<file path="config.mk">
export PLATFORM = sky130hd
export DESIGN_NAME = positional_char_list_core
export DESIGN_NICKNAME = d
export VERILOG_FILES = /design/src/rtl/core/pcl_pkg.sv /design/src/rtl/core/pcl_store.sv /design/src/rtl/core/positional_char_list_core.sv
export VERILOG_INCLUDE_DIRS = /design/src /design/src/rtl/core
export SDC_FILE = /design/constraint.sdc
export NUM_CORES = 1
export LEC_CHECK = 0
export BUFFER_PORTS_ARGS = -buffer_cell sky130_fd_sc_hd__clkbuf_2
export CAP_MARGIN = 15
export CELL_PAD_IN_SITES_DETAIL_PLACEMENT = 1
export CELL_PAD_IN_SITES_GLOBAL_PLACEMENT = 2
export CORE_MARGIN = 2
export CORE_UTILIZATION = 45
export CTS_CLUSTER_DIAMETER = 100
export DETAILED_ROUTE_END_ITERATION = 10
export PLACE_DENSITY = 0.77
export SLEW_MARGIN = 20
export SYNTH_ARGS = -nofsm -noshare
export SYNTH_HDL_FRONTEND = slang
export SYNTH_SLANG_ARGS = --single-unit
export TNS_END_PERCENT = 30
</file>
<file path="constraint.sdc">
create_clock -name clock -period 4.1 [get_ports clock]
set_input_delay 0.41 -clock clock [delete_from_list [all_inputs] [get_ports clock]]
set_output_delay 0.41 -clock clock [all_outputs]
set_load 0.01 [all_outputs]
</file>
<file path="src/rtl/core/positional_char_list_core_macros.svh">
// Assertion macros shared by the list core RTL.
`ifndef POSITIONAL_CHAR_LIST_CORE_MACROS_SVH
`define POSITIONAL_CHAR_LIST_CORE_MACROS_SVH

// Check an invariant at every clock edge outside reset.
`define PCL_ASSERT_ALWAYS(lbl, clk, rst, cond, msg) \
   lbl: assert property (@(posedge clk) disable iff (rst) (cond)) \
      else $error(msg);

// Check that an antecedent implies a consequent in the same cycle.
`define PCL_ASSERT_IMPLY(lbl, clk, rst, ante, cons, msg) \
   lbl: assert property (@(posedge clk) disable iff (rst) (ante) |-> (cons)) \
      else $error(msg);

`endif

</file>
<file path="src/rtl/core/pcl_pkg.sv">
// Shared types and constants for the positional byte list core.
package pcl_pkg;

   localparam int PCL_CAPACITY = 64;
   localparam int BYTE_W       = 8;
   localparam int POS_W        = 6;
   localparam int OP_W         = 3;
   localparam int CNT_OUT_W    = 7;
   localparam int STATUS_W     = 2;

   // operation codes
   localparam logic [OP_W-1:0] OP_APPEND       = 3'd0;
   localparam logic [OP_W-1:0] OP_PREPEND      = 3'd1;
   localparam logic [OP_W-1:0] OP_INSERT       = 3'd2;
   localparam logic [OP_W-1:0] OP_REMOVE       = 3'd3;
   localparam logic [OP_W-1:0] OP_REMOVE_FIRST = 3'd4;
   localparam logic [OP_W-1:0] OP_READ         = 3'd5;
   localparam logic [OP_W-1:0] OP_CLEAR        = 3'd6;

   // status codes
   localparam logic [STATUS_W-1:0] ST_DONE  = 2'd0;
   localparam logic [STATUS_W-1:0] ST_FULL  = 2'd1;
   localparam logic [STATUS_W-1:0] ST_RANGE = 2'd2;

   typedef struct packed {
      logic [OP_W-1:0]   operation;
      logic [POS_W-1:0]  position;
      logic [BYTE_W-1:0] value;
   } req_type;

   typedef struct packed {
      logic [BYTE_W-1:0]    read_byte;
      logic [CNT_OUT_W-1:0] item_count;
      logic [STATUS_W-1:0]  status;
   } rsp_type;

endpackage

</file>
<file path="src/rtl/core/pcl_store.sv">
// Byte storage for the list: one write port, one registered read port.
module pcl_store
   import pcl_pkg::*;
#(
   parameter int DEPTH = PCL_CAPACITY,
   parameter int AW    = $clog2(PCL_CAPACITY)
) (
   input  logic              clock,
   input  logic              wr_en,
   input  logic [AW-1:0]     wr_addr,
   input  logic [BYTE_W-1:0] wr_data,
   input  logic [AW-1:0]     rd_addr,
   output logic [BYTE_W-1:0] rd_data
);

   logic [BYTE_W-1:0] mem_ff [DEPTH];
   logic [BYTE_W-1:0] rd_data_ff;

   // write one entry, read one entry into the output register
   always_ff @(posedge clock) begin
      if (wr_en) begin
         mem_ff[wr_addr] <= wr_data;
      end
      rd_data_ff <= mem_ff[rd_addr];
   end

   assign rd_data = rd_data_ff;

endmodule

</file>
<file path="src/rtl/core/positional_char_list_core.sv">
// Positional byte list core: sequencer, range checks and result register.
// Sequence: append, clear, unused and refused codes go from S_IDLE straight to S_FINISH; read
// passes through S_READ; insert and remove pass through S_SHIFT, which moves the entries first.
// Throughput: one item at a time; req_stall is low again at the edge that loads the result,
// so the next beat can be taken in the cycle after that; a stalled result holds the sequencer.
// Reset: clears the count, sequencer and result valid; stored bytes are not cleared.
module positional_char_list_core
   import pcl_pkg::*;
#(
   parameter int CAPACITY = PCL_CAPACITY
) (
   input  logic    clock,
   input  logic    reset,
   input  logic    req_valid,
   output logic    req_stall,
   input  req_type req_data,
   output logic    rsp_valid,
   input  logic    rsp_stall,
   output rsp_type rsp_data
);

`include "positional_char_list_core_macros.svh"

   localparam int AW   = $clog2(CAPACITY);
   localparam int CW   = $clog2(CAPACITY + 1);
   localparam int CMPW = (CW > POS_W) ? CW : POS_W;
   localparam logic [CW-1:0] CNT_CAP = CW'(CAPACITY);
   localparam logic [CW-1:0] ONE_C   = CW'(1);

   typedef enum logic [3:0] {
      S_IDLE   = 4'b0001,
      S_SHIFT  = 4'b0010,
      S_READ   = 4'b0100,
      S_FINISH = 4'b1000
   } state_type;

   state_type state_ff, state_in;
   logic [CW-1:0] count_ff, count_in;
   logic [CW-1:0] cur_ff, cur_in;
   logic [CW-1:0] p_ff, p_in;
   logic          ins_ff, ins_in;
   logic          pend_ff, pend_in;
   logic [AW-1:0] pend_dst_ff, pend_dst_in;
   logic [BYTE_W-1:0]   val_ff, val_in;
   logic [BYTE_W-1:0]   res_byte_ff, res_byte_in;
   logic [STATUS_W-1:0] stat_ff, stat_in;
   logic    rsp_valid_ff, rsp_valid_in;
   rsp_type rsp_data_ff, rsp_data_in;

   logic              wr_en;
   logic [AW-1:0]     wr_addr;
   logic [BYTE_W-1:0] wr_data;
   logic [AW-1:0]     rd_addr;
   logic [BYTE_W-1:0] rd_data;

   logic [CMPW-1:0] pos_ext, cnt_ext, ins_pos, rem_pos;
   logic            full, more, load_rsp;
   logic [CW-1:0]   cur_up, cur_dn, src;

   pcl_store #(
      .DEPTH (CAPACITY),
      .AW    (AW)
   ) u_store (
      .clock   (clock),
      .wr_en   (wr_en),
      .wr_addr (wr_addr),
      .wr_data (wr_data),
      .rd_addr (rd_addr),
      .rd_data (rd_data)
   );

   assign req_stall = (state_ff != S_IDLE);
   assign rsp_valid = rsp_valid_ff;
   assign rsp_data  = rsp_data_ff;

   // operand views for range checks
   assign pos_ext = CMPW'(req_data.position);
   assign cnt_ext = CMPW'(count_ff);
   assign full    = (count_ff == CNT_CAP);
   assign ins_pos = (req_data.operation == OP_PREPEND) ? '0 : pos_ext;
   assign rem_pos = (req_data.operation == OP_REMOVE_FIRST) ? '0 : pos_ext;

   // shift cursor: insert walks down from the end, remove walks up
   assign cur_up = cur_ff + ONE_C;
   assign cur_dn = cur_ff - ONE_C;
   assign src    = ins_ff ? cur_dn : cur_up;
   assign more   = ins_ff ? (cur_ff > p_ff) : (cur_up < count_ff);

   // result register frees when empty or when its beat is taken
   assign load_rsp = (state_ff == S_FINISH) && (!rsp_valid_ff || !rsp_stall);

   // sequencer
   always_comb begin
      state_in    = state_ff;
      count_in    = count_ff;
      cur_in      = cur_ff;
      p_in        = p_ff;
      ins_in      = ins_ff;
      pend_in     = 1'b0;
      pend_dst_in = pend_dst_ff;
      val_in      = val_ff;
      res_byte_in = res_byte_ff;
      stat_in     = stat_ff;
      wr_en       = 1'b0;
      wr_addr     = '0;
      wr_data     = '0;
      rd_addr     = '0;
      rsp_data_in = rsp_data_ff;
      rsp_valid_in = rsp_valid_ff && rsp_stall;

      unique case (state_ff)
         S_IDLE: begin
            if (req_valid) begin
               state_in    = S_FINISH;
               res_byte_in = '0;
               stat_in     = ST_DONE;
               val_in      = req_data.value;
               unique case (req_data.operation) inside
                  OP_APPEND: begin
                     if (full) begin
                        stat_in = ST_FULL;
                     end else begin
                        wr_en    = 1'b1;
                        wr_addr  = count_ff[AW-1:0];
                        wr_data  = req_data.value;
                        count_in = count_ff + ONE_C;
                     end
                  end
                  OP_PREPEND, OP_INSERT: begin
                     if (full) begin
                        stat_in = ST_FULL;
                     end else if (ins_pos > cnt_ext) begin
                        stat_in = ST_RANGE;
                     end else begin
                        ins_in   = 1'b1;
                        p_in     = ins_pos[CW-1:0];
                        cur_in   = count_ff;
                        state_in = S_SHIFT;
                     end
                  end
                  OP_REMOVE, OP_REMOVE_FIRST: begin
                     if (rem_pos >= cnt_ext) begin
                        stat_in = ST_RANGE;
                     end else begin
                        ins_in   = 1'b0;
                        p_in     = rem_pos[CW-1:0];
                        cur_in   = rem_pos[CW-1:0];
                        state_in = S_SHIFT;
                     end
                  end
                  OP_READ: begin
                     if (pos_ext >= cnt_ext) begin
                        stat_in = ST_RANGE;
                     end else begin
                        rd_addr  = pos_ext[AW-1:0];
                        state_in = S_READ;
                     end
                  end
                  OP_CLEAR: begin
                     count_in = '0;
                  end
                  default: begin
                  end
               endcase
            end
         end
         S_SHIFT: begin
            // drain the move read in the previous cycle
            if (pend_ff) begin
               wr_en   = 1'b1;
               wr_addr = pend_dst_ff;
               wr_data = rd_data;
            end
            if (more) begin
               rd_addr     = src[AW-1:0];
               pend_in     = 1'b1;
               pend_dst_in = cur_ff[AW-1:0];
               cur_in      = src;
            end else if (!pend_ff) begin
               // all moves written: place the new byte or drop one entry
               if (ins_ff) begin
                  wr_en    = 1'b1;
                  wr_addr  = p_ff[AW-1:0];
                  wr_data  = val_ff;
                  count_in = count_ff + ONE_C;
               end else begin
                  count_in = count_ff - ONE_C;
               end
               state_in = S_FINISH;
            end
         end
         S_READ: begin
            res_byte_in = rd_data;
            state_in    = S_FINISH;
         end
         S_FINISH: begin
            if (load_rsp) begin
               rsp_data_in.read_byte  = res_byte_ff;
               rsp_data_in.item_count = CNT_OUT_W'(count_ff);
               rsp_data_in.status     = stat_ff;
               rsp_valid_in           = 1'b1;
               state_in               = S_IDLE;
            end
         end
         default: begin
            state_in = S_IDLE;
         end
      endcase
   end

   // control registers
   always_ff @(posedge clock) begin
      if (reset) begin
         state_ff     <= S_IDLE;
         count_ff     <= '0;
         pend_ff      <= 1'b0;
         rsp_valid_ff <= 1'b0;
      end else begin
         state_ff     <= state_in;
         count_ff     <= count_in;
         pend_ff      <= pend_in;
         rsp_valid_ff <= rsp_valid_in;
      end
   end

   // payload registers
   always_ff @(posedge clock) begin
      cur_ff      <= cur_in;
      p_ff        <= p_in;
      ins_ff      <= ins_in;
      pend_dst_ff <= pend_dst_in;
      val_ff      <= val_in;
      res_byte_ff <= res_byte_in;
      stat_ff     <= stat_in;
      rsp_data_ff <= rsp_data_in;
   end

   `PCL_ASSERT_ALWAYS(a_count_bound, clock, reset, count_ff <= CNT_CAP, "count above capacity")
   `PCL_ASSERT_IMPLY(a_pend_in_shift, clock, reset, pend_ff, state_ff == S_SHIFT, "move pending outside shift")
   `PCL_ASSERT_IMPLY(a_write_state, clock, reset, wr_en, (state_ff == S_IDLE) || (state_ff == S_SHIFT), "store written in wrong state")
   `PCL_ASSERT_IMPLY(a_rsp_source, clock, reset, $rose(rsp_valid_ff), $past(state_ff == S_FINISH), "result beat without finish")
   `PCL_ASSERT_IMPLY(a_count_change, clock, reset, !$past(reset) && !$stable(count_ff), $past(state_ff == S_IDLE) || $past(state_ff == S_SHIFT), "count changed in wrong state")

endmodule

</file>
==> metrics.md <==
| Metric | Value |
|---|---|
| Clock edge transition at the registers on the reported setup and hold paths | `0.06 ns` |
| Pleak | `10.53 nW` |
| Vias in the first global route | `17410` |
| Die Area | `0.05781 mm^2` |
| Hpwl dp | `50.18 mm` |
| Main flop type after synthesis | `edfxtp_1` |
| Critical path's most frequent cell | `nand2_1` |
| Sequential cell area fraction in the yosys report | `69.35%` |
| Buffers & Inverters on Critical Path | `2` |
| Drt pass-1 iters | `5` |
| Worst setup SP type | `flip-flop` |
| Final Slew Violations | `0` |
| GPL Wtd Cong | `0.8778` |
| Root buf cell | `clkbuf_16` |
| CTS tree | `yes` |
| Pin count of the biggest net entering global routing | `65` |
| Die height | `240.4 um` |
| Worst Hold Class | `primary input to flip-flop` |
| Placed instance count | `2778` |
| Synth warn | `0` |
| Worst vdd ir | `0.3825 mV` |
| Clk_skew | `0.01842 ns` |
| Total Routing Usage GR | `26.38%` |
| Yosys reg bits | `588` |
| Crit path max fanout | `44` |
| Library cells used by synthesis | `72` |
| Via count | `17020` |
| Die width | `240.4 um` |
| Setup TNS | `0 ns` |
| Syn_area_per_cell | `13.08 um^2` |
| Initial core utilization | `45.58%` |
| Final wirelength | `76.86 mm` |
| Worst setup EP type | `flip-flop` |
| CTS sink count | `588` |
| Max-cap violations | `0` |
| Crit path kind | `flip-flop to flip-flop` |
| Worst Path Required | `4.67 ns` |
| Area Growth Syn to Fin | `18.82%` |
| # rows | `86` |
| CTS Buf Count | `61` |
| Clock Path Buffers | `3` |
| Status | `finished clean` |
| Yosys top cell area share | `67.68%` |
| Actual slew at the worst max-slew pin | `0.7044 ns` |
| Synth cell count leaders | `edfxtp_1 (567), nand2_1 (336), nand3_1 (152)` |
| Fmax | `248.9 MHz` |
| Wire per inst | `26.41 um` |
| Slowest stage delay, CP | `0.52 ns` |
| Via density | `5.848` |
| Nets | `2169` |
| DRC Markers | `0` |
| Fin crit period | `4.018 ns` |
| Fin util | `54.15%` |
| Cell Count, Final, Fillers Out | `2910` |
| Crit share post-route | `98.00%` |
| Relative slew slack | `53.01%` |
| Syn Nets | `1979` |
| Post-synth EDFFs | `567` |
| Fill count | `5503` |
| Final setup fails | `0` |
| CP delay by family, top | `compound AO/OA/AOI/OAI gates` |
| Crit path DAT | `4.59 ns` |
| Critical Path Slowest Stage Cell | `nor4_1` |
| H-tree depth | `2` |
| GRT overflow | `0` |
| Cell area after synthesis | `0.02516 mm^2` |
| Setup WS pre-CTS | `-0.4085 ns` |
| Clock latency on the worst-skew pair | `0.64 ns` |
| Synth area leaders | `edfxtp_1 (68%), nand2_1 (5.0%), mux2i_1 (3.7%), nand3_1 (3.0%), nor2_1 (1.9%)` |
| Synthesized instance count | `1923` |
| Global-route wire length before repair | `112.5 mm` |
| Core area | `0.05520 mm^2` |
| # diodes | `0` |
| Top-count cell post-synth | `edfxtp_1` |
| Ys async rst share | `0%` |
| Final Hold Viols | `0` |
| IO Port Bufs | `39` |
| Layout cell share with drive strength beyond 1 | `18.22%` |
| Initial antenna violation count | `2` |
| Area leader, netlist | `edfxtp_1` |
| Critical Path, Cell by Cell | `ha_2, nand2_1, xnor2_1, ha_1, a211o_1, a2111oi_4, and3_4, a311o_2, buf_12, buf_16, nand2_1, nand3_1, a21oi_1, nor4_1, a32o_1` |
| Final ANT Viol Nets | `0` |
| Worst setup margin | `0.08186 ns` |
| Pwr per Cell Area | `427.3 mW/mm^2` |
| 1st-iter DRT viols | `1490` |
| Num ports | `40` |
## where the power goes
group	total, mW	internal, mW	switching [mW]
clock	5.54	3.19	2.35
sequential	6.64	6.60	0.0432
combinational	0.596	0.210	0.387
total	12.8	10.0	2.78
## area by class of cell
| cell class | instances | area (um^2) | area share, % |
|---|---|---|---|
| tap | 748 | 935.9 | 3.131 |
| clock inverter | 41 | 390.4 | 1.306 |
| timing repair buffer | 235 | 2081 | 6.960 |
| clock buffer | 71 | 1584 | 5.299 |
| sequential | 588 | 17450 | 58.36 |
| inverter | 20 | 75.07 | 0.2511 |
| multi-input combinational | 1207 | 7381 | 24.69 |
## path summary, 6_finish.rpt
| kind | end | depth (start not counted) | slack, ns | start |
|---|---|---|---|---|
| setup / recovery | u_store.rd_data[6] | 15 | 0.08 | cur_ff[0] |
| hold / removal | rsp_valid | 3 | 0.08 | rsp_stall |
| setup reg to reg | u_store.rd_data[6] | 15 | 0.08 | cur_ff[0] |
| hold reg to reg | rsp_data[1] | 0 | 0.42 | stat_ff[1] |
## cell usage in the layout (no fill, tap or decap), types with 15 or more instances in the layout
master	Yosys	final
a22o_1	23	23
and2_1	24	22
a211oi_1	29	24
mux2i_1	92	85
clkinv_2	0	17
dfxtp_1	21	21
a22oi_1	27	26
clkbuf_16	0	65
a21oi_1	94	87
edfxtp_1	567	567
clkbuf_2	0	39
nor4_1	23	19
ha_1	35	34
inv_1	19	19
nor2b_1	15	15
o21ai_0	34	30
buf_12	0	17
buf_4	5	159
nand2_1	336	325
nand3_1	152	150
nor2_1	127	124
## layer usage
layer  up-vias  part of all wire (%)  global-route usage (%)
met5         -                 0.017                       0
met4         2                   2.9                   8.225
met3       137                   5.4                   3.720
met2       493                    47                   43.10
met1      8773                    44                   36.57
li1       7613                     -                       -
## flip-flops by register name (all words and copies together), names as in the netlist, 2 cells and up
signal / count
u_store.mem_ff: 512
rsp_data: 17
res_byte_ff: 8
u_store.rd_data: 8
val_ff: 8
cnt_ext: 7
cur_ff: 7
p_ff: 6
pend_dst_ff: 6
state_ff: 4
stat_ff: 2
## cell families after synthesis
family	synth area share, %
buffers and inverters	2.457
muxes	3.660
DFF	69.35
AOI/OAI and AO/OA	9.022
and+or+nand+nor	13.14
xor gates and xnor gates	0.6266
adders and majority gates	1.741
## what timing repair did
item,in CTS,in global routing
setup buffers,0,8
endpoints found under the hold margin,8,0
hold buffers,8,0
resized for setup,13,52
pin swaps,0,11
setup endpoints to repair,128,195
cloned,0,4
## per-stage QoR
step	instance area, um^2	total power [mW]	hold slack (ns)
finish	29890	12.77	0.08416
global route	29890	13.11	0.09931
CTS	29520	12.82	0.04765
detailed placement	27400	7.329	0.4063
global placement	27400	7.310	0.4050
floorplan	25160	7.068	0.4003
## worst register-to-register path, delay by kind of cell, from the launching register on
kind	cells	cell delay, ns
AO/OA/AOI/OAI	5	1.38
XOR/XNOR	1	0.12
adder cells (fa/ha/maj)	2	0.50
buffers and inverters	2	0.47
flip-flops	1	0.41
AND/OR/NAND/NOR	5	1.09
Note: power is estimated with default switching activity, not from simulation.
